===== config.mk =====
export PLATFORM = sky130hd
export DESIGN_NAME = dhfk_front
export DESIGN_NICKNAME = d
export VERILOG_FILES = /design/src/hw/rtl/dhfk_pkg.sv /design/src/hw/rtl/dhfk_front.sv
export SDC_FILE = /design/constraint.sdc
export NUM_CORES = 1
export LEC_CHECK = 0
export BUFFER_PORTS_ARGS = -buffer_cell sky130_fd_sc_hd__buf_4
export CAP_MARGIN = 20
export CORE_UTILIZATION = 56
export CTS_CLUSTER_DIAMETER = 100
export DETAILED_ROUTE_END_ITERATION = 12
export GPL_TIMING_DRIVEN = 0
export MAX_ROUTING_LAYER = met4
export PLACE_DENSITY = 0.85
export SETUP_SLACK_MARGIN = 0.4
export SLEW_MARGIN = 20
export SYNTH_ARGS = -nofsm -noshare
export SYNTH_HDL_FRONTEND = slang
export SYNTH_SLANG_ARGS = --single-unit
export TNS_END_PERCENT = 1

===== constraint.sdc =====
create_clock -name clk -period 13.9 [get_ports clk]
set_input_delay 0.695 -clock clk [delete_from_list [all_inputs] [get_ports clk]]
set_output_delay 0.695 -clock clk [all_outputs]
set_load 0.01 [all_outputs]

===== src/hw/rtl/dhfk_pkg.sv =====
package dhfk_pkg;

  // Angle resolution: top bits of the 16-bit turn fraction that are used
  localparam int ANGLE_BITS   = 16;
  localparam int CORDIC_STEPS = 30;
  localparam logic signed [33:0] CORDIC_GAIN = 34'sd652032874;
  localparam logic [31:0] PHASE_MASK =
    32'((64'hFFFF_FFFF >> (32 - ANGLE_BITS)) << (32 - ANGLE_BITS));
  localparam logic signed [63:0] ROUND_HALF = 64'sd536870912;

  typedef struct packed {
    logic               first_link;
    logic [15:0]        twist_angle;
    logic signed [31:0] link_length;
    logic signed [31:0] link_offset;
    logic [15:0]        joint_angle;
    logic               report_position;
  } in_item_t;

  typedef struct packed {
    logic signed [31:0] pos_x;
    logic signed [31:0] pos_y;
    logic signed [31:0] pos_z;
    logic               saturated;
  } out_item_t;

  // arctangent of 2^-i in turns, scaled by 2^32
  function automatic logic signed [33:0] atan_turn(input logic [4:0] i);
    logic signed [33:0] v;
    case (i)
      5'd0:  v = 34'sh20000000;
      5'd1:  v = 34'sh12E4051E;
      5'd2:  v = 34'sh09FB385B;
      5'd3:  v = 34'sh051111D4;
      5'd4:  v = 34'sh028B0D43;
      5'd5:  v = 34'sh0145D7E1;
      5'd6:  v = 34'sh00A2F61E;
      5'd7:  v = 34'sh00517C55;
      5'd8:  v = 34'sh0028BE53;
      5'd9:  v = 34'sh00145F2F;
      5'd10: v = 34'sh000A2F98;
      5'd11: v = 34'sh000517CC;
      5'd12: v = 34'sh00028BE6;
      5'd13: v = 34'sh000145F3;
      5'd14: v = 34'sh0000A2FA;
      5'd15: v = 34'sh0000517D;
      5'd16: v = 34'sh000028BE;
      5'd17: v = 34'sh0000145F;
      5'd18: v = 34'sh00000A30;
      5'd19: v = 34'sh00000518;
      5'd20: v = 34'sh0000028C;
      5'd21: v = 34'sh00000146;
      5'd22: v = 34'sh000000A3;
      5'd23: v = 34'sh00000051;
      5'd24: v = 34'sh00000029;
      5'd25: v = 34'sh00000014;
      5'd26: v = 34'sh0000000A;
      5'd27: v = 34'sh00000005;
      5'd28: v = 34'sh00000003;
      5'd29: v = 34'sh00000001;
      default: v = '0;
    endcase
    return v;
  endfunction

  // product scaled down by 2^30, rounded half up
  function automatic logic signed [33:0] round_q30(input logic signed [63:0] p);
    logic signed [63:0] t;
    t = p + ROUND_HALF;
    return t[63:30];
  endfunction

  function automatic logic sat_hit(input logic signed [35:0] v);
    return (v[35:31] != {5{v[31]}});
  endfunction

  function automatic logic signed [31:0] sat32(input logic signed [35:0] v);
    logic signed [31:0] r;
    if (!sat_hit(v)) r = v[31:0];
    else if (v[35])  r = 32'sh8000_0000;
    else             r = 32'sh7FFF_FFFF;
    return r;
  endfunction

endpackage


===== src/hw/rtl/dhfk_front.sv =====
module dhfk_front (
  input  logic              clk,
  input  logic              rst_n,
  input  logic              push,
  output logic              full,
  input  dhfk_pkg::in_item_t in_data,
  output logic              cmd_valid,
  output dhfk_pkg::in_item_t cmd,
  input  logic              cmd_take
);
  import dhfk_pkg::*;

  // two-entry item queue between the input port and the executor
  in_item_t   buf_r [2];
  logic       wp_r, rp_r;
  logic [1:0] cnt_r;
  logic       do_wr, do_rd;

  assign full      = (cnt_r == 2'd2);
  assign cmd_valid = (cnt_r != 2'd0);
  assign cmd       = buf_r[rp_r];
  assign do_wr     = push && !full;
  assign do_rd     = cmd_take && cmd_valid;

  always_ff @(posedge clk) begin
    if (do_wr) begin
      buf_r[wp_r] <= in_data;
    end
  end

  always_ff @(posedge clk) begin
    if (!rst_n) begin
      wp_r  <= 1'b0;
      rp_r  <= 1'b0;
      cnt_r <= 2'd0;
    end else begin
      if (do_wr) wp_r <= !wp_r;
      if (do_rd) rp_r <= !rp_r;
      cnt_r <= cnt_r + 2'(do_wr) - 2'(do_rd);
    end
  end

endmodule


==> impl_results.md <==
* Status: finished, final reports clean
* Reg2reg end: buf_r[0][80]
* Yosys top cell by area: edfxtp_1
* Final Critical Period at 2.46 ns
* Sw frac at 25.3%
* Slew HR at 49.2%
* Final hold vios at 0
* Total core area at 12700 um^2
* Share of layout cells above drive strength 1 at 60.3%
* Worst hold path cell count at 1
* CTS buffer count at 21
* Port buffer count at 201
* Netlist cell types at 18
* Seq pwr share at 44.3%
* Internal Power at 0.00132 W
* Number of global-route vias before repair at 3980
* Mapped cell area at 7380 um^2
* Die area at 13600 um^2
* Synth area leaders: edfxtp_1 (80%), mux2_2 (12%), mux2_4 (4.1%), dfxtp_1 (1.4%), buf_6 (0.61%)
* Worst VDD drop at 147 uV
* Setup Crit Path Kind: reg -> out
* Detailed Place HPWL at 9010 um
* Total leakage power at 3.78 nW
* Initial core utilization at 58.0%
* FF+latch area at 5990 um^2
* Final setup viols at 0
* Seq/Total Area, Yosys at 81.1%
* Placer Congestion at 0.697
* Number of flops mapped to enable cells by yosys at 196
* Detailed Route Iter0 Violations at 197
* Gate power share at 27.4%
* Clock power frac at 28.3%
* Min-delay src: in_data[57]
* Count leader, synth: edfxtp_1
* Number of vias in the routed layout at 3842
* YS warnings at 0
* WL final at 13500 um
* Reg2Reg Launch Point: cnt_r[0]
* CP Capture Type: output pin
* Worst Path Required at 13.20 ns
* DP Worst Slack at 11.69 ns
* GR Overflow Total at 0
* CTS H-tree depth at 1
* I/O Pins at 202
* Max Clock Freq at 0.406 GHz
* Largest net degree at the start of global routing at 55
* Worst skew pair latency at 0.47 ns
* CTS tree: done
* MaxCap Viol Count at 0
* DIE WIDTH at 117 um
* CTS sink count at 201
* Pins Over Slew Limit at 0
* Area Overhead vs Synth at 33.9%
* Total track usage at 20.0%
* Area occupied by multi-input gates at 1310 um^2
* # DRC at 0
* Drt pass-1 iters at 4
* Post-CTS setup buffer count at 0
* Seq cells post-synth at 201
* Syn Area/Cell at 22.3 um^2
* Switching pwr at 0.000445 W
* First-pass GRT wire length at 19600 um
* Hold Path Class: in -> reg
* Wire per inst at 18.2 um
* Filler Cell Count at 706
* Setup WS post-layout at 11.44 ns
* Initial antenna violation count at 0
* Mapped Cells at 331
* Yosys top cell area share at 79.8%
* Via-to-Cell Ratio at 5.16
* Cts hold-fix bufs at 0
* Ys async rst share at 0%
* Critical Path Start Type: flip-flop
* Clock transition at path regs at 0.06 ns
* CTS max path bufs at 3
* Flop2flop setup slack at 11.90 ns
* Predominant post-synthesis flop cell: edfxtp_1
* Diode count at 0
* Fin crit share at 17.7%
* Non-filler cells in the finished layout at 744
* RSZ-0062 raised after global routing: false
* Placed cell areas at 9270 um^2
* Nets at 665
* Final antenna-violating net count at 0
* Num rows at 41
* Post-route cell area at 9880 um^2
* Skew final at 0.00551 ns
* Hold Path End: buf_r[0][57]
* Clk root buf: clkbuf_16
* Worst Max-Slew Pin Slew at 0.762 ns
* Mapped Nets at 435
* Placed Cells at 710
* Pwr/cell area at 178 nW/um^2
* WP data arrival at 1.77 ns
* Total negative slack at 0 ns
* Die H at 117 um
* Most frequent cells after synthesis: edfxtp_1 (196), mux2_2 (78), mux2_4 (20), buf_2 (7), dfxtp_1 (5)
* CP max FO at 10
* Worst R2R Path Depth at 6
* CTS resizes at 0
## cells by family after synthesis
kind of cell / after synthesis / synth area share, %
fa+ha+maj: 2 / 0.339
compound gates: 1 / 0.102
buf+inv: 14 / 1.24
mux: 99 / 16.1
xor+xnor: 3 / 0.356
simple gates: 11 / 0.729
flops: 201 / 81.1
## stage by stage
stage,power (W),util (%),hold slack [ns]
6_report,0.00176,77.7,0.403
5_1_grt,0.00184,77.7,0.386
4_1_cts,0.00178,77.7,0.390
3_5_place_dp,0.00128,72.8,0.504
3_3_place_gp,0.00126,71.5,0.463
2_1_floorplan,0.00105,-,0.455
## per-layer routing
metal  track usage (%)  vias up  share of wire (%)
met5                 -        -                  0
met4              5.15        0                1.5
met3              5.97       19                9.0
met2              35.1      179                 51
met1              22.3     1882                 39
li1                  -     1762                  -
## placed cells by master (no fill, tap or decap), types with 4 or more instances in the layout
| master | count |
|---|---|
| buf_4 | 201 |
| clkbuf_16 | 21 |
| clkbuf_1 | 5 |
| mux2_2 | 78 |
| buf_2 | 7 |
| dfxtp_1 | 5 |
| mux2_4 | 20 |
| buf_6 | 4 |
| edfxtp_1 | 196 |
| buf_16 | 5 |
## registers in the layout, summed over array words and instances, names as in the netlist, named ones only
name / cells
wp_r: 1
rp_r: 1
buf_r: 196
cnt_r: 2
## final cells by class
class                           instances  area share, %
Timing Repair Buffer                  207           16.8
Clock buffer                           26           5.51
Multi-Input combinational cell        116           13.3
Inverter                                3          0.114
Buffer                                 11          0.811
Tap cell                              172           2.18
Clock inverter                          8          0.684
Sequential cell                       201           60.6
## worst max-delay path: stages, from the launching register on
cell and delay [ns]:
dfxtp_1 0.32, buf_6 0.14, buf_6 0.16, buf_6 0.19
mux2_4 0.32, buf_4 0.14
## power groups by stage
stage	sequential, W	combinational, W	clock, W
after floorplan	0.000798	0.000257	0
after global placement	0.000806	0.000449	0
after detailed placement	0.000793	0.000485	0
after CTS	0.000782	0.000489	0.000508
after global routing	0.000788	0.000517	0.000531
final	0.000781	0.000482	0.000500
## worst max-delay path by stage
stage	slack, ns	start	cells after the start	endpoint
final	11.44	flip-flop	5	cmd[91]
after global routing	11.35	flip-flop	5	cmd[91]
after CTS	11.41	flip-flop	5	cmd[91]
after detailed placement	11.69	push	6	buf_r[0][85]
after global placement	6.36	push	3	buf_r[0][85]
after floorplan	8.48	push	2	buf_r[0][0]
Note: power is estimated with default switching activity, not from simulation.
