**config.mk**
```make
export PLATFORM = sky130hd
export DESIGN_NAME = dhfk_outq
export DESIGN_NICKNAME = d
export VERILOG_FILES = /design/src/hw/rtl/dhfk_pkg.sv /design/src/hw/rtl/dhfk_outq.sv
export SDC_FILE = /design/constraint.sdc
export NUM_CORES = 1
export LEC_CHECK = 0
export ABC_AREA = 1
export ABC_CLOCK_PERIOD_IN_PS = 6200
export BUFFER_PORTS_ARGS = -buffer_cell sky130_fd_sc_hd__buf_2
export CELL_PAD_IN_SITES_DETAIL_PLACEMENT = 1
export CELL_PAD_IN_SITES_GLOBAL_PLACEMENT = 2
export CORE_MARGIN = 2
export CORE_UTILIZATION = 38
export CTS_CLUSTER_SIZE = 20
export DETAILED_ROUTE_END_ITERATION = 7
export PLACE_DENSITY = 0.83
export SYNTH_ARGS = -nofsm -noshare
export SYNTH_HDL_FRONTEND = slang
export SYNTH_SLANG_ARGS = --single-unit
```
**constraint.sdc**
```tcl
create_clock -name clk -period 6.2 [get_ports clk]
set_input_delay 0.93 -clock clk [delete_from_list [all_inputs] [get_ports clk]]
set_output_delay 0.93 -clock clk [all_outputs]
set_load 0.01 [all_outputs]
```
**src/hw/rtl/dhfk_pkg.sv**
```systemverilog
package dhfk_pkg;

  // Angle resolution: top bits of the 16-bit turn fraction that are used
  localparam int ANGLE_BITS   = 16;
  localparam int CORDIC_STEPS = 30;
  localparam logic signed [33:0] CORDIC_GAIN = 34'sd652032874;
  localparam logic [31:0] PHASE_MASK =
    32'((64'hFFFF_FFFF >> (32 - ANGLE_BITS)) << (32 - ANGLE_BITS));
  localparam logic signed [63:0] ROUND_HALF = 64'sd536870912;

  typedef struct packed {
    logic               first_link;
    logic [15:0]        twist_angle;
    logic signed [31:0] link_length;
    logic signed [31:0] link_offset;
    logic [15:0]        joint_angle;
    logic               report_position;
  } in_item_t;

  typedef struct packed {
    logic signed [31:0] pos_x;
    logic signed [31:0] pos_y;
    logic signed [31:0] pos_z;
    logic               saturated;
  } out_item_t;

  // arctangent of 2^-i in turns, scaled by 2^32
  function automatic logic signed [33:0] atan_turn(input logic [4:0] i);
    logic signed [33:0] v;
    case (i)
      5'd0:  v = 34'sh20000000;
      5'd1:  v = 34'sh12E4051E;
      5'd2:  v = 34'sh09FB385B;
      5'd3:  v = 34'sh051111D4;
      5'd4:  v = 34'sh028B0D43;
      5'd5:  v = 34'sh0145D7E1;
      5'd6:  v = 34'sh00A2F61E;
      5'd7:  v = 34'sh00517C55;
      5'd8:  v = 34'sh0028BE53;
      5'd9:  v = 34'sh00145F2F;
      5'd10: v = 34'sh000A2F98;
      5'd11: v = 34'sh000517CC;
      5'd12: v = 34'sh00028BE6;
      5'd13: v = 34'sh000145F3;
      5'd14: v = 34'sh0000A2FA;
      5'd15: v = 34'sh0000517D;
      5'd16: v = 34'sh000028BE;
      5'd17: v = 34'sh0000145F;
      5'd18: v = 34'sh00000A30;
      5'd19: v = 34'sh00000518;
      5'd20: v = 34'sh0000028C;
      5'd21: v = 34'sh00000146;
      5'd22: v = 34'sh000000A3;
      5'd23: v = 34'sh00000051;
      5'd24: v = 34'sh00000029;
      5'd25: v = 34'sh00000014;
      5'd26: v = 34'sh0000000A;
      5'd27: v = 34'sh00000005;
      5'd28: v = 34'sh00000003;
      5'd29: v = 34'sh00000001;
      default: v = '0;
    endcase
    return v;
  endfunction

  // product scaled down by 2^30, rounded half up
  function automatic logic signed [33:0] round_q30(input logic signed [63:0] p);
    logic signed [63:0] t;
    t = p + ROUND_HALF;
    return t[63:30];
  endfunction

  function automatic logic sat_hit(input logic signed [35:0] v);
    return (v[35:31] != {5{v[31]}});
  endfunction

  function automatic logic signed [31:0] sat32(input logic signed [35:0] v);
    logic signed [31:0] r;
    if (!sat_hit(v)) r = v[31:0];
    else if (v[35])  r = 32'sh8000_0000;
    else             r = 32'sh7FFF_FFFF;
    return r;
  endfunction

endpackage

```
**src/hw/rtl/dhfk_outq.sv**
```systemverilog
module dhfk_outq (
  input  logic               clk,
  input  logic               rst_n,
  input  logic               wr,
  input  dhfk_pkg::out_item_t wr_data,
  output logic               wr_full,
  output logic               empty,
  input  logic               pop,
  output dhfk_pkg::out_item_t out_data
);
  import dhfk_pkg::*;

  // two-entry result queue
  out_item_t  buf_r [2];
  logic       wp_r, rp_r;
  logic [1:0] cnt_r;
  logic       do_wr, do_rd;

  assign wr_full  = (cnt_r == 2'd2);
  assign empty    = (cnt_r == 2'd0);
  assign out_data = buf_r[rp_r];
  assign do_wr    = wr && !wr_full;
  assign do_rd    = pop && !empty;

  always_ff @(posedge clk) begin
    if (do_wr) begin
      buf_r[wp_r] <= wr_data;
    end
  end

  always_ff @(posedge clk) begin
    if (!rst_n) begin
      wp_r  <= 1'b0;
      rp_r  <= 1'b0;
      cnt_r <= 2'd0;
    end else begin
      if (do_wr) wp_r <= !wp_r;
      if (do_rd) rp_r <= !rp_r;
      cnt_r <= cnt_r + 2'(do_wr) - 2'(do_rd);
    end
  end

endmodule

```
==> results by group <==
Yosys
  • Simple-Gate Fraction of Synth Area: 1.07%
  • Register area share after synthesis: 80.5%
  • Largest family of logic cells by synthesized area: multiplexers
  • Syn avg cell area: 21.7 um^2
  • Synth Area in Compound Gates: 0.136%
  • Synthesis warning total: 0
  • Net Count, Synth: 443
  • XOR/XNOR share of the synthesized area: 0%
  • Post-synthesis mux area share: 16.4%
  • Yosys cell types: 12
  • Cells after Synth: 340
  • Synthesized flop and latch total: 199
  • Mapped Area: 0.00736 mm^2
  • Post-Synth Adder-Cell Area: 0.340%

Placed design
  • Count of input and output buffers: 199
  • Inst Count DP: 792
  • Post-DP Area: 0.00864 mm^2
  • Gp weighted congestion: 0.689
  • Post-DP HPWL: 10.1 mm

Clock tree
  • CTS H-tree lvls: 4
  • # Post-CTS Setup Buffers: 0
  • Total CTS buffers: 17
  • CTS sink count: 199
  • CTS Hold Bufs: 0
  • CTS tree: yes
  • Clk Latency, worst-skew pair: 0.42 ns
  • Clock Pin Slew Worst Setup and Hold Paths: 0.07 ns
  • Clock Path Buffers: 2
  • Post-CTS Resized: 0
  • Root buf cell: clkbuf_16

Floorplan
  • Io pins: 200
  • Die width: 143 um
  • Chip height: 143 um
  • Die area: 0.0205 mm^2
  • Initial Util: 39.1%
  • CORE AREA: 0.0188 mm^2
  • Std cell rows: 50

Timing
  • Min cycle time layout: 3.50 ns
  • Clock skew: 0.00777 ns
  • Final Cycle Share: 56.5%
  • Fin. max-slew vios: 0
  • Slew HR: 48.1%
  • Final TNS setup: 0 ns
  • Final Setup Violations: 0
  • Count of final hold-check violations: 0
  • Highest clock rate: 0.286 GHz
  • Hold slack: 0.539 ns
  • Worst slew pin tran: 0.778 ns
  • RSZ-0062 raised after global routing: false

Power
  • Pwr Total: 3.76 mW
  • PwrDens: 407 mW/mm^2
  • Total leakage power: 3.51 nW
  • Peak ir drop on the vdd network: 187 uV

Setup path
  • Crit start category: flop
  • CP Max Fanout: 57
  • Worst Path Required: 5.27 ns
  • R2r startpoint: cnt_r[0]$_SDFF_PN0_
  • Worst path arrival time: 2.57 ns
  • Reg2Reg Depth: 5
  • CP Class: reg -> out
  • Reg-to-reg setup timing slack: 3.84 ns
  • Crit end category: primary output
  • Worst R2R End: buf_r[1][79]$_DFFE_PP_

Global route
  • First-pass GRT wire length: 22.6 mm
  • Initial antenna violation count: 2
  • Gr usage total: 14.6%
  • Routing usage on met3: 4.83%
  • GRT overflow: 0
  • Vias in the first global route: 4195
  • Met2 Resource Use GR: 25.5%
  • Largest net degree at the start of global routing: 58
  • Met1 GRT Util: 17.0%
  • Layer with the highest usage: met2

Finish
  • Final nets: 654
  • Final instance area: 0.00923 mm^2
  • Non-Filler Instances: 824
  • Ant. Diodes: 0
  • Fill count: 1828
  • Area delta synth->final: 25.3%
  • Fraction of layout cells with a size suffix above 1: 58.7%

Route
  • Routed vias: 3824
  • Vias/cell: 4.64
  • Wire per inst: 18.1 um
  • Post-route antenna net violation count: 0
  • DRT Pass-1 Iters: 4
  • Initial drt markers: 171
  • Number of remaining DRC errors: 0
  • WL final: 14.9 mm

Hold path
  • Hold Path End: rp_r$_SDFFE_PN0P_
  • Min-delay src: rp_r$_SDFFE_PN0P_
  • Worst hold path type: reg -> reg
  • Hold depth: 2

Job
  • Max-Cap Viols: 0

Outcome
  • Outcome: finished, final reports clean
[logic make-up after synthesis]
| kind of cell | Yosys count |
|---|---|
| AOI/OAI and AO/OA | 2 |
| buffers and inverters | 20 |
| muxes | 97 |
| and+or+nand+nor | 20 |
| DFF | 199 |
| adders and majority gates | 2 |
[layer usage]
| layer | up-vias | wire [um] |
|---|---|---|
| met5 | - | 16 |
| met2 | 150 | 7610 |
| li1 | 1744 | - |
| met3 | 17 | 1050 |
| met1 | 1911 | 5990 |
| met4 | 2 | 199 |
[placed cells by master (no fill, tap or decap), drive strengths merged]
| cell type | instances |
|---|---|
| edfxtp | 194 |
| mux2 | 97 |
| clkinv | 6 |
| ha | 2 |
| nand2 | 9 |
| clkinvlp | 2 |
| inv | 11 |
| dfxtp | 5 |
| nor2 | 8 |
| a21oi | 2 |
| nand3 | 3 |
| buf | 203 |
| clkbuf | 19 |
| bufinv | 3 |
[worst max path at each step]
stage / slack (ns) / start / depth (start not counted) / endpoint
after detailed placement: 3.06 / flop / 3 / out_data[27]
after global routing: 2.54 / flop / 3 / out_data[9]
after floorplan: 0.61 / wr / 2 / buf_r[0][0]$_DFFE_PP_
after CTS: 2.59 / flop / 3 / out_data[10]
after global placement: 3.06 / flop / 3 / out_data[10]
final: 2.70 / flop / 3 / out_data[9]
[power by group]
part | internal (mW) | switching (mW) | total [mW]
sequential | 1.71 | 0.0875 | 1.80
combinational | 0.408 | 0.447 | 0.854
clock | 0.634 | 0.477 | 1.11
total | 2.75 | 1.01 | 3.76
[flip-flops by register name, indices dropped and copies added, names as in the netlist, named ones only]
signal	count
rp_r	1
wp_r	1
cnt_r	2
buf_r	194
[metrics by stage]
stage / utilization [%] / setup WS [ns]
after floorplan: - / 0.610
after global placement: 45.9 / 3.06
after detailed placement: 45.9 / 3.06
after CTS: 49.0 / 2.59
after global routing: 49.0 / 2.54
final: 49.0 / 2.70
[cell usage after synthesis]
library cell,n,share of area [%]
inv_1,9,0.46
mux2_4,30,6.1
nand2_1,9,0.46
mux2_2,67,10
nor2_1,8,0.41
ha_1,2,0.34
a21oi_1,2,0.14
buf_6,5,0.76
dfxtp_1,5,1.4
buf_2,6,0.41
nand3_1,3,0.20
edfxtp_1,194,79
[critical path: stages, from the launching register on]
cell	delay, ns
dfxtp_4	0.79
buf_4	0.73
mux2_2	0.43
buf_2	0.14
[layout make-up]
cell class | count | area [um^2] | area share [%]
sequential | 199 | 5930 | 64.2
timing repair buffer | 203 | 1030 | 11.1
clock buffer | 19 | 433 | 4.69
inverter | 9 | 36.3 | 0.393
clock inverter | 13 | 154 | 1.67
multi-input combinational | 121 | 1330 | 14.4
tap | 260 | 325 | 3.52
Power figures use the tool's default switching activity.
